[config.mk]
export PLATFORM = sky130hd
export DESIGN_NAME = rpc_call_header_parser_flat
export DESIGN_NICKNAME = d
export VERILOG_FILES = /design/src/hdl/rpchp_pkg.sv /design/src/hdl/rpchp_in_if.sv /design/src/hdl/rpchp_out_if.sv /design/src/hdl/rpchp_front.sv /design/src/hdl/rpchp_queue.sv /design/src/hdl/rpchp_back.sv /design/src/hdl/rpc_call_header_parser.sv /design/src/flat_wrapper.sv
export SDC_FILE = /design/constraint.sdc
export NUM_CORES = 1
export LEC_CHECK = 0
export BUFFER_PORTS_ARGS = -buffer_cell sky130_fd_sc_hd__buf_2
export CORE_AREA = 2 2 125 127
export CTS_CLUSTER_DIAMETER = 60
export DETAILED_ROUTE_END_ITERATION = 10
export DIE_AREA = 0 0 127 129
export GPL_TIMING_DRIVEN = 1
export PLACE_DENSITY = 0.8
export SLEW_MARGIN = 20
export SYNTH_ARGS = -nofsm -noshare
export SYNTH_HDL_FRONTEND = slang
export SYNTH_HIERARCHICAL = 1
export SYNTH_SLANG_ARGS = --single-unit
[constraint.sdc]
create_clock -name i_clk -period 5.43 [get_ports i_clk]
set_input_delay 1.086 -clock i_clk [delete_from_list [all_inputs] [get_ports i_clk]]
set_output_delay 1.086 -clock i_clk [all_outputs]
set_load 0.03 [all_outputs]
[src/hdl/rpchp_pkg.sv]
// rpchp_pkg: types, codes and constants of the rpc call header parser
// no dependencies; used by every other file of the block
`default_nettype none

package rpchp_pkg;

    // field widths
    localparam int WORD_W     = 32;
    localparam int KIND_W     = 4;
    localparam int VB_W       = 3;
    localparam int STAT_W     = 3;
    localparam int MAX_AUTH_W = 9;
    localparam int CFG_IDX_W  = 1;
    localparam int CFG_DATA_W = 32;

    // protocol constants and register reset values
    localparam int                    AUTH_BYTES_CAP_DEF = 400;
    localparam logic [MAX_AUTH_W-1:0] AUTH_LIMIT_RST     = 9'd400;
    localparam logic [WORD_W-1:0]     RPC_VERS_RST       = 32'd2;
    localparam logic [WORD_W-1:0]     CALL               = 32'd0;
    localparam logic [VB_W-1:0]       UNIT_BYTES         = 3'd4;

    // entries of the queue between parser and output stage
    localparam int QUEUE_DEPTH = 2;

    // field kinds, also the parse phase
    typedef enum logic [KIND_W-1:0] {
        K_XID     = 4'd0,
        K_DIR     = 4'd1,
        K_RPCVERS = 4'd2,
        K_PROG    = 4'd3,
        K_VERS    = 4'd4,
        K_PROC    = 4'd5,
        K_CFLAV   = 4'd6,
        K_CLEN    = 4'd7,
        K_CBODY   = 4'd8,
        K_VFLAV   = 4'd9,
        K_VLEN    = 4'd10,
        K_VBODY   = 4'd11
    } t_kind;

    typedef enum logic [STAT_W-1:0] {
        ST_BUSY     = 3'd0,
        ST_DONE     = 3'd1,
        ST_NOTCALL  = 3'd2,
        ST_BADVERS  = 3'd3,
        ST_AUTHLONG = 3'd4,
        ST_DISCARD  = 3'd5
    } t_status;

    typedef enum logic [CFG_IDX_W-1:0] {
        CFG_AUTH_LIMIT           = 1'd0,
        CFG_EXPECTED_RPC_VERSION = 1'd1
    } t_cfg_index;

    // one labelled word
    typedef struct packed {
        t_kind             kind;
        logic [WORD_W-1:0] value;
        logic [VB_W-1:0]   valid_bytes;
        t_status           status;
        logic              last;
    } t_result;

endpackage

`default_nettype wire

[src/hdl/rpchp_in_if.sv]
// rpchp_in_if: input word channel of the rpc call header parser
// depends on rpchp_pkg for field widths
`default_nettype none

interface rpchp_in_if;
    logic                           valid;
    logic                           ready;
    logic [rpchp_pkg::WORD_W-1:0]   word;
    logic                           start_of_message;

    modport source (output valid, output word, output start_of_message, input ready);
    modport sink   (input valid, input word, input start_of_message, output ready);
endinterface

`default_nettype wire

[src/hdl/rpchp_out_if.sv]
// rpchp_out_if: labelled field channel of the rpc call header parser
// depends on rpchp_pkg for field widths
`default_nettype none

interface rpchp_out_if;
    logic                           valid;
    logic                           ready;
    logic [rpchp_pkg::KIND_W-1:0]   field_kind;
    logic [rpchp_pkg::WORD_W-1:0]   field_value;
    logic [rpchp_pkg::VB_W-1:0]     valid_bytes;
    logic [rpchp_pkg::STAT_W-1:0]   status;
    logic                           last;

    modport source (output valid, output field_kind, output field_value,
                    output valid_bytes, output status, output last, input ready);
    modport sink   (input valid, input field_kind, input field_value,
                    input valid_bytes, input status, input last, output ready);
endinterface

`default_nettype wire

[src/hdl/rpchp_front.sv]
// rpchp_front: accepts words, tracks the parse phase and labels each word
// depends on rpchp_pkg and rpchp_in_if
`default_nettype none

module rpchp_front #(
    parameter int AUTH_BYTES_CAP = rpchp_pkg::AUTH_BYTES_CAP_DEF
) (
    input  logic                             i_clk,
    input  logic                             i_rst_n,
    input  logic                             i_cfg_we,
    input  logic [rpchp_pkg::CFG_IDX_W-1:0]  i_cfg_index,
    input  logic [rpchp_pkg::CFG_DATA_W-1:0] i_cfg_data,
    rpchp_in_if.sink                         i_in,
    input  logic                             i_q_ready,
    output logic                             o_q_push,
    output rpchp_pkg::t_result               o_q_data
);
    import rpchp_pkg::*;

    localparam int CAP_W = $clog2(AUTH_BYTES_CAP + 1);
    // a body length never exceeds the smaller of the register range and the cap
    localparam int LEN_W = (CAP_W < MAX_AUTH_W) ? CAP_W : MAX_AUTH_W;
    localparam logic [WORD_W-1:0] CAP_WORD = WORD_W'(AUTH_BYTES_CAP);

    logic [MAX_AUTH_W-1:0] r_max_auth;
    logic [WORD_W-1:0]     r_exp_vers;
    t_kind                 r_phase, n_phase;
    logic [LEN_W-1:0]      r_bytes, n_bytes;
    logic                  r_disc, n_disc;

    logic                  w_accept;
    logic [WORD_W-1:0]     w_word;
    logic [WORD_W-1:0]     w_max_ext;
    logic [WORD_W-1:0]     w_limit;
    t_kind                 w_phase;
    logic [LEN_W-1:0]      w_bytes;
    logic                  w_disc;
    logic [VB_W-1:0]       w_vb;
    logic [LEN_W-1:0]      w_left;
    t_result               w_res;

    assign w_accept  = i_in.valid && i_q_ready;
    assign i_in.ready = i_q_ready;
    assign w_word    = i_in.word;

    // auth length limit saturated at the cap
    assign w_max_ext = WORD_W'(r_max_auth);
    assign w_limit   = (w_max_ext > CAP_WORD) ? CAP_WORD : w_max_ext;

    // start of message restarts the parse
    assign w_phase = i_in.start_of_message ? K_XID : r_phase;
    assign w_bytes = i_in.start_of_message ? '0 : r_bytes;
    assign w_disc  = i_in.start_of_message ? 1'b0 : r_disc;

    // body byte accounting
    assign w_vb   = (w_bytes < LEN_W'(UNIT_BYTES)) ? VB_W'(w_bytes)
                                                   : UNIT_BYTES;
    assign w_left = w_bytes - LEN_W'(w_vb);

    // phase update and labelling
    always_comb begin
        n_phase = w_phase;
        n_bytes = w_bytes;
        n_disc  = w_disc;
        w_res.kind        = w_phase;
        w_res.value       = w_word;
        w_res.valid_bytes = UNIT_BYTES;
        w_res.status      = ST_BUSY;
        w_res.last        = 1'b0;
        if (w_disc || (w_phase > K_VBODY)) begin
            n_disc            = 1'b1;
            w_res.kind        = K_XID;
            w_res.valid_bytes = '0;
            w_res.status      = ST_DISCARD;
        end else begin
            case (w_phase)
                K_DIR: begin
                    if (w_word != CALL) begin
                        n_disc       = 1'b1;
                        w_res.status = ST_NOTCALL;
                        w_res.last   = 1'b1;
                    end else begin
                        n_phase = K_RPCVERS;
                    end
                end
                K_RPCVERS: begin
                    if (w_word != r_exp_vers) begin
                        n_disc       = 1'b1;
                        w_res.status = ST_BADVERS;
                        w_res.last   = 1'b1;
                    end else begin
                        n_phase = K_PROG;
                    end
                end
                K_CLEN, K_VLEN: begin
                    if (w_word > w_limit) begin
                        n_disc       = 1'b1;
                        w_res.status = ST_AUTHLONG;
                        w_res.last   = 1'b1;
                    end else begin
                        n_bytes = w_word[LEN_W-1:0];
                        if (w_word != '0) begin
                            n_phase = (w_phase == K_CLEN) ? K_CBODY : K_VBODY;
                        end else if (w_phase == K_CLEN) begin
                            n_phase = K_VFLAV;
                        end else begin
                            // empty verifier ends the header here
                            n_disc       = 1'b1;
                            n_phase      = K_XID;
                            w_res.status = ST_DONE;
                            w_res.last   = 1'b1;
                        end
                    end
                end
                K_CBODY, K_VBODY: begin
                    n_bytes           = w_left;
                    w_res.valid_bytes = w_vb;
                    if (w_left == '0) begin
                        if (w_phase == K_CBODY) begin
                            n_phase = K_VFLAV;
                        end else begin
                            n_disc       = 1'b1;
                            n_phase      = K_XID;
                            w_res.status = ST_DONE;
                            w_res.last   = 1'b1;
                        end
                    end
                end
                default: begin
                    n_phase = t_kind'(KIND_W'(w_phase) + KIND_W'(1));
                end
            endcase
        end
    end

    assign o_q_push = w_accept;
    assign o_q_data = w_res;

    // parse state and configuration registers
    always_ff @(posedge i_clk) begin
        if (!i_rst_n) begin
            r_phase    <= K_XID;
            r_bytes    <= '0;
            r_disc     <= 1'b0;
            r_max_auth <= AUTH_LIMIT_RST;
            r_exp_vers <= RPC_VERS_RST;
        end else begin
            if (w_accept) begin
                r_phase <= n_phase;
                r_bytes <= n_bytes;
                r_disc  <= n_disc;
            end
            if (i_cfg_we) begin
                case (t_cfg_index'(i_cfg_index))
                    CFG_AUTH_LIMIT:           r_max_auth <= i_cfg_data[MAX_AUTH_W-1:0];
                    CFG_EXPECTED_RPC_VERSION: r_exp_vers <= i_cfg_data;
                    default: ;
                endcase
            end
        end
    end

`ifndef NO_ASSERTIONS
    // the phase never runs past the verifier body
    a_phase_range: assert property (@(posedge i_clk) disable iff (!i_rst_n)
        r_phase <= K_VBODY)
        else $error("parse phase out of range");

    // a body phase always has bytes still to come
    a_body_left: assert property (@(posedge i_clk) disable iff (!i_rst_n)
        (r_phase == K_CBODY || r_phase == K_VBODY) |-> (r_bytes != '0))
        else $error("body phase with no bytes left");

    // a word that ends the header leaves the parser discarding
    a_last_disc: assert property (@(posedge i_clk) disable iff (!i_rst_n)
        (w_accept && w_res.last) |=> r_disc)
        else $error("header end without discard");
`endif

endmodule

`default_nettype wire

[src/hdl/rpchp_queue.sv]
// rpchp_queue: short register queue between the parser and the output stage
// depends on rpchp_pkg for the result type
`default_nettype none

module rpchp_queue #(
    parameter int DEPTH = rpchp_pkg::QUEUE_DEPTH
) (
    input  logic               i_clk,
    input  logic               i_rst_n,
    input  logic               i_push,
    input  rpchp_pkg::t_result i_data,
    output logic               o_ready,
    input  logic               i_pop,
    output logic               o_valid,
    output rpchp_pkg::t_result o_data
);
    import rpchp_pkg::*;

    localparam int PTR_W = (DEPTH > 1) ? $clog2(DEPTH) : 1;
    localparam int CNT_W = $clog2(DEPTH + 1);
    localparam logic [PTR_W-1:0] PTR_LAST = PTR_W'(DEPTH - 1);
    localparam logic [CNT_W-1:0] CNT_FULL = CNT_W'(DEPTH);

    t_result          r_mem [DEPTH];
    logic [PTR_W-1:0] r_wr_ptr, r_rd_ptr;
    logic [CNT_W-1:0] r_count;
    logic             w_push, w_pop;

    assign o_ready = (r_count != CNT_FULL);
    assign o_valid = (r_count != '0);
    assign o_data  = r_mem[r_rd_ptr];
    assign w_push  = i_push && o_ready;
    assign w_pop   = i_pop && o_valid;

    // entry storage
    always_ff @(posedge i_clk) begin
        if (w_push) begin
            r_mem[r_wr_ptr] <= i_data;
        end
    end

    // pointers and fill count
    always_ff @(posedge i_clk) begin
        if (!i_rst_n) begin
            r_wr_ptr <= '0;
            r_rd_ptr <= '0;
            r_count  <= '0;
        end else begin
            if (w_push) begin
                r_wr_ptr <= (r_wr_ptr == PTR_LAST) ? '0 : r_wr_ptr + PTR_W'(1);
            end
            if (w_pop) begin
                r_rd_ptr <= (r_rd_ptr == PTR_LAST) ? '0 : r_rd_ptr + PTR_W'(1);
            end
            if (w_push && !w_pop) begin
                r_count <= r_count + CNT_W'(1);
            end else if (w_pop && !w_push) begin
                r_count <= r_count - CNT_W'(1);
            end
        end
    end

`ifndef NO_ASSERTIONS
    a_count_range: assert property (@(posedge i_clk) disable iff (!i_rst_n)
        r_count <= CNT_FULL)
        else $error("queue count beyond depth");

    a_count_up: assert property (@(posedge i_clk) disable iff (!i_rst_n)
        (w_push && !w_pop) |=> (r_count == $past(r_count) + CNT_W'(1)))
        else $error("queue count did not grow on push");

    a_count_down: assert property (@(posedge i_clk) disable iff (!i_rst_n)
        (w_pop && !w_push) |=> (r_count == $past(r_count) - CNT_W'(1)))
        else $error("queue count did not shrink on pop");
`endif

endmodule

`default_nettype wire

[src/hdl/rpchp_back.sv]
// rpchp_back: output register stage driving the labelled field channel
// depends on rpchp_pkg and rpchp_out_if
`default_nettype none

module rpchp_back (
    input  logic               i_clk,
    input  logic               i_rst_n,
    input  logic               i_q_valid,
    input  rpchp_pkg::t_result i_q_data,
    output logic               o_q_pop,
    rpchp_out_if.source        o_out
);
    import rpchp_pkg::*;

    logic    r_valid;
    t_result r_data;

    // refill whenever the stage is empty or its transfer completes
    assign o_q_pop = i_q_valid && (!r_valid || o_out.ready);

    always_ff @(posedge i_clk) begin
        if (!i_rst_n) begin
            r_valid <= 1'b0;
        end else if (!r_valid || o_out.ready) begin
            r_valid <= i_q_valid;
        end
    end

    always_ff @(posedge i_clk) begin
        if (o_q_pop) begin
            r_data <= i_q_data;
        end
    end

    assign o_out.valid       = r_valid;
    assign o_out.field_kind  = KIND_W'(r_data.kind);
    assign o_out.field_value = r_data.value;
    assign o_out.valid_bytes = r_data.valid_bytes;
    assign o_out.status      = STAT_W'(r_data.status);
    assign o_out.last        = r_data.last;

endmodule

`default_nettype wire

[src/hdl/rpc_call_header_parser.sv]
// rpc_call_header_parser: top level, parser front, queue and output stage
// depends on rpchp_pkg, rpchp_in_if, rpchp_out_if, rpchp_front, rpchp_queue, rpchp_back
`default_nettype none

// Parses an ONC RPC call header from 32-bit XDR words and labels each word
// with its field kind, value, valid body bytes, status and a last flag on the
// word that completes or aborts the header; later words are reported as
// discarded until the next start-of-message. One word is taken every clock
// cycle while the output keeps up, set by the phase update in the parser
// front; a word is written into the two-entry queue at its transfer and moves
// from there into the output register once that register is empty or its
// transfer completes, and is offered on the output from that register. When the
// output stalls, the queue and output register fill and the input stalls. The
// auth limit in use is saturated at AUTH_BYTES_CAP. Configuration writes take
// effect the cycle after i_cfg_we and must be done while no words are in flight.
module rpc_call_header_parser #(
    parameter int AUTH_BYTES_CAP = rpchp_pkg::AUTH_BYTES_CAP_DEF
) (
    input  logic                             i_clk,
    input  logic                             i_rst_n,
    input  logic                             i_cfg_we,
    input  logic [rpchp_pkg::CFG_IDX_W-1:0]  i_cfg_index,
    input  logic [rpchp_pkg::CFG_DATA_W-1:0] i_cfg_data,
    rpchp_in_if.sink                         i_in,
    rpchp_out_if.source                      o_out
);
    import rpchp_pkg::*;

    logic    w_push, w_q_ready, w_q_valid, w_pop;
    t_result w_push_data, w_pop_data;

    // word parser
    rpchp_front #(
        .AUTH_BYTES_CAP (AUTH_BYTES_CAP)
    ) u_front (
        .i_clk       (i_clk),
        .i_rst_n     (i_rst_n),
        .i_cfg_we    (i_cfg_we),
        .i_cfg_index (i_cfg_index),
        .i_cfg_data  (i_cfg_data),
        .i_in        (i_in),
        .i_q_ready   (w_q_ready),
        .o_q_push    (w_push),
        .o_q_data    (w_push_data)
    );

    // decoupling queue
    rpchp_queue #(
        .DEPTH (QUEUE_DEPTH)
    ) u_queue (
        .i_clk   (i_clk),
        .i_rst_n (i_rst_n),
        .i_push  (w_push),
        .i_data  (w_push_data),
        .o_ready (w_q_ready),
        .i_pop   (w_pop),
        .o_valid (w_q_valid),
        .o_data  (w_pop_data)
    );

    // output stage
    rpchp_back u_back (
        .i_clk     (i_clk),
        .i_rst_n   (i_rst_n),
        .i_q_valid (w_q_valid),
        .i_q_data  (w_pop_data),
        .o_q_pop   (w_pop),
        .o_out     (o_out)
    );

endmodule

`default_nettype wire
[src/flat_wrapper.sv]
// flat-port wrapper written by rule: the top's interface ports become plain ports
module rpc_call_header_parser_flat import rpchp_pkg::*;
#(
    parameter int AUTH_BYTES_CAP = rpchp_pkg::AUTH_BYTES_CAP_DEF
)
  (i_clk, i_rst_n, i_cfg_we, i_cfg_index, i_cfg_data, i_in_valid, i_in_word, i_in_start_of_message, i_in_ready, o_out_valid, o_out_field_kind, o_out_field_value, o_out_valid_bytes, o_out_status, o_out_last, o_out_ready);
  rpchp_in_if i_in_i ();
  rpchp_out_if o_out_i ();
  input  logic i_clk;
  input  logic i_rst_n;
  input  logic i_cfg_we;
  input  logic [rpchp_pkg::CFG_IDX_W-1:0] i_cfg_index;
  input  logic [rpchp_pkg::CFG_DATA_W-1:0] i_cfg_data;
  input wire logic [$bits(i_in_i.valid)-1:0] i_in_valid;
  input wire logic [$bits(i_in_i.word)-1:0] i_in_word;
  input wire logic [$bits(i_in_i.start_of_message)-1:0] i_in_start_of_message;
  output wire logic [$bits(i_in_i.ready)-1:0] i_in_ready;
  output wire logic [$bits(o_out_i.valid)-1:0] o_out_valid;
  output wire logic [$bits(o_out_i.field_kind)-1:0] o_out_field_kind;
  output wire logic [$bits(o_out_i.field_value)-1:0] o_out_field_value;
  output wire logic [$bits(o_out_i.valid_bytes)-1:0] o_out_valid_bytes;
  output wire logic [$bits(o_out_i.status)-1:0] o_out_status;
  output wire logic [$bits(o_out_i.last)-1:0] o_out_last;
  input wire logic [$bits(o_out_i.ready)-1:0] o_out_ready;
  assign i_in_i.valid = i_in_valid;
  assign i_in_i.word = i_in_word;
  assign i_in_i.start_of_message = i_in_start_of_message;
  assign i_in_ready = i_in_i.ready;
  assign o_out_valid = o_out_i.valid;
  assign o_out_field_kind = o_out_i.field_kind;
  assign o_out_field_value = o_out_i.field_value;
  assign o_out_valid_bytes = o_out_i.valid_bytes;
  assign o_out_status = o_out_i.status;
  assign o_out_last = o_out_i.last;
  assign o_out_i.ready = o_out_ready;
  rpc_call_header_parser #(.AUTH_BYTES_CAP(AUTH_BYTES_CAP)) u_core (.i_clk(i_clk), .i_rst_n(i_rst_n), .i_cfg_we(i_cfg_we), .i_cfg_index(i_cfg_index), .i_cfg_data(i_cfg_data), .i_in(i_in_i), .o_out(o_out_i));
endmodule
==> impl_metrics.py <==
metrics = {
    "setup_path": {
        "cp_cell_sequence": "buf_2 > inv_1 > nand2_1 > inv_1 > ha_1 > nand3b_1 > a21o_1 > a21oi_1 > o22ai_1 > a2111oi_0 > a21oi_1",
        "worstPathArrival_ns": 3.88,
        "critical_path_required_ns": 5.73,
        "worstSetupEndpointType": "register",
        "critical-path-slowest-cell": "inv_1",
        "crit_path_start_kind": "input pin",
        "timing.reg2reg.worst_path_depth": 10,
        "timing.critical_path.fanout_max": 20,
        "critical_path.max_stage_delay_ns": 0.43,
        "critPathKind": "input pin to register",
    },
    "sta": {
        "timing_max_transition_violations_final": 0,
        "final_min_period_over_clock_period_pct": 65.9,
        "max_slew_margin_pct": 26.5,
        "worstMarginPinSlew_ns": 1.10,
        "setup_total_negative_slack_ns": 0,
        "setup_repair_after_global_routing_missed_its_margin": "false",
        "setup_viol": 0,
        "fin_crit_ns": 3.58,
        "report.final.hold_viol_count": 0,
        "timing.fmax_mhz": 279,
        "worst_clock_skew_ns": 0.0125,
    },
    "global_routing": {
        "grt.overflow.total": 0,
        "grt_first_pass_wirelength_mm": 32.4,
        "number_of_antenna_violations_at_the_first_check_in_global_routing": 0,
        "grt_max_degree": 46,
        "via_count_of_the_first_global_routing_pass": 5976,
        "globalRouteTotalUtil_pct": 26.1,
    },
    "logic_synthesis": {
        "avgSynthCellArea_sq_um": 11.6,
        "syn_area_sq_mm": 0.00861,
        "synth_flop_cell": "edfxtp_1",
        "synth_seq_area_share_pct": 59.2,
        "ys_ff_latch": 190,
        "synth-edff-count": 129,
        "post_synthesis_cell_count": 744,
        "synthesis.yosys.warnings": 6,
        "synthesis.nets": 831,
        "post_synth_num_cell_types": 66,
        "asyncSetResetFlopFracSynth_pct": 0,
    },
    "run_status": {
        "outcome": "complete, no violations",
    },
    "finish": {
        "diodes": 0,
        "fill_cells": 1145,
        "layout_area_growth_over_synthesis_pct": 13.0,
        "layout-drive-gt1-share_pct": 25.9,
        "finish.utilization_pct": 65.0,
        "most-common-layout-cells": "edfxtp_1, buf_2, nand2_1, a21oi_1, dfxtp_1",
        "final_net_count": 904,
        "mostFrequentLayoutCell": "edfxtp_1",
    },
    "die": {
        "fp-row-count": 45,
        "die_height_microns": 129,
        "fp.dieArea_sq_mm": 0.0164,
        "core_area_sq_mm": 0.0150,
        "start_util_pct": 57.5,
        "number_of_i_o_pins": 116,
        "die_width_microns": 127,
    },
    "run": {
        "drv_cap": 0,
    },
    "min_path": {
        "min-delay-path-class": "register to register",
        "hold_path_depth": 2,
    },
    "pwr": {
        "cellPowerDensity_mw_per_mm2": 480,
        "irDropWorstVdd_mv": 0.295,
        "leakagePower_nw": 3.76,
    },
    "clock_network": {
        "total_number_of_h_tree_levels": 4,
        "cts_sinks": 190,
        "cts_repair_resize_count": 0,
        "clk_pin_slew_ns": 0.07,
        "tritoncts": "yes",
        "clk_latency_ns": 0.43,
        "ctsHoldBuffers": 0,
        "numCtsBuffers": 17,
        "ctsLongestPathBuffers": 2,
        "cts_root_buf": "clkbuf_16",
        "cts_setup_buffers": 0,
    },
    "routing": {
        "route.final.wire_length_mm": 21.3,
        "routedWlPerCell_microns": 20.9,
        "route.detailed.drc": 0,
        "avgViaCountPerCell": 6.12,
        "vias": 6226,
        "dr.pass1.iters": 6,
        "antenna_violating_nets_post_route": 0,
        "drtIter0Drc": 664,
    },
    "place": {
        "post-dp-hpwl_mm": 14.5,
        "finalWeightedCongestion": 0.924,
        "port-buffer-count": 115,
    },
}
-- metrics by stage --
step                      cell area [sq um]  hold WS (ns)  total power, W  worst slack [ns]  std cells
after detailed placement               9070         0.463         0.00334              1.53        986
after global routing                   9730         0.498         0.00485              1.66       1018
after floorplan                        8610         0.445         0.00297              1.05        744
after CTS                              9720         0.472         0.00469              1.98       1018
final                                  9730         0.477         0.00467              1.85       1018
after global placement                 9070         0.456         0.00331              1.64        986
-- critical path: cells and delay by family --
kind / cells / cell delay, ns
buf+inv: 3 / 0.83
fa+ha+maj: 1 / 0.36
simple gates: 2 / 0.43
compound gates: 5 / 1.16
-- final cells by class --
class | count | area [sq um] | share of cell area [%]
clock buffer | 17 | 425 | 4.37
clock inverter | 15 | 223 | 2.29
inverter | 15 | 56.3 | 0.579
multi-input combinational | 472 | 3070 | 31.5
sequential | 190 | 5100 | 52.4
tap | 188 | 235 | 2.42
timing repair buffer | 121 | 621 | 6.38
-- cells by family after synthesis --
logic type	Yosys count	share of synthesized area, %
flip-flops	190	59.2
buffers and inverters	82	5.33
AO/OA/AOI/OAI	156	11.5
adder cells (fa/ha/maj)	16	2.33
AND/OR/NAND/NOR	221	12.4
multiplexers	44	5.74
XOR/XNOR	35	3.56
-- per-layer routing --
layer  vias up  GRT usage, %  wire (microns)
met5         -             0               0
met4         0          7.95             423
met3        33          4.82            1240
met2       263          42.6           10100
met1      3095          36.2            9500
li1       2835             -               -
-- path summary, 6_finish.rpt --
path	slack, ns	startpoint	endpoint
worst min register to register	0.48	u_core/u_front/r_exp_vers[15]	u_core/u_front/r_exp_vers[15]
worst max-delay path	1.85	i_in_start_of_message	u_core/u_front/r_phase[1]
worst max register to register	2.00	u_core/u_front/r_max_auth[0]	u_core/u_queue/r_mem[0][0]
worst min-delay path	0.48	u_core/u_front/r_exp_vers[15]	u_core/u_front/r_exp_vers[15]
-- synth_stat cells, types with 4 or more instances --
| master | number | share of area (%) |
|---|---|---|
| o21a_1 | 5 | 0.44 |
| nand2_1 | 109 | 4.8 |
| o211a_1 | 6 | 0.70 |
| a21oi_1 | 61 | 3.5 |
| buf_4 | 37 | 3.2 |
| dfxtp_1 | 61 | 14 |
| ha_1 | 16 | 2.3 |
| o21ai_0 | 32 | 1.9 |
| and3_1 | 10 | 0.73 |
| nor3_1 | 13 | 0.76 |
| nand3b_1 | 5 | 0.44 |
| and2_1 | 9 | 0.65 |
| nor2_1 | 24 | 1.0 |
| nor4_1 | 15 | 1.1 |
| mux2_2 | 43 | 5.6 |
| or2_2 | 4 | 0.29 |
| a211oi_1 | 5 | 0.44 |
| nand2b_1 | 4 | 0.29 |
| clkbuf_1 | 25 | 1.1 |
| o211ai_1 | 4 | 0.35 |
| buf_2 | 4 | 0.23 |
| edfxtp_1 | 129 | 45 |
| nor2b_1 | 4 | 0.29 |
| inv_1 | 13 | 0.57 |
| nand3_1 | 8 | 0.47 |
| xor2_1 | 33 | 3.4 |
| nand4_1 | 4 | 0.29 |
-- flip-flops by register name (all words and copies together), names as in the netlist, named ones only --
register / flops
u_core/u_front/r_disc: 1
u_core/u_front/r_max_auth: 9
u_core/u_front/r_phase: 4
u_core/u_front/r_exp_vers: 32
u_core/u_back/o_out.valid: 1
u_core/u_back/o_out.field_kind: 4
u_core/u_queue/r_rd_ptr: 1
u_core/u_queue/r_count: 2
u_core/u_back/o_out.status: 3
u_core/u_back/o_out.field_value: 32
u_core/u_front/r_bytes: 9
u_core/u_back/o_out.valid_bytes: 3
u_core/u_back/o_out.last: 1
u_core/u_queue/r_wr_ptr: 1
u_core/u_queue/r_mem: 86
-- power breakdown --
group / total, W / internal (W) / switching (W)
registers: 0.00212 / 0.00196 / 0.000158
clock network: 0.00135 / 0.000789 / 0.000565
logic: 0.00120 / 0.000397 / 0.000800
total: 0.00467 / 0.00314 / 0.00152
No activity file was read; power rests on OpenSTA's default activity.
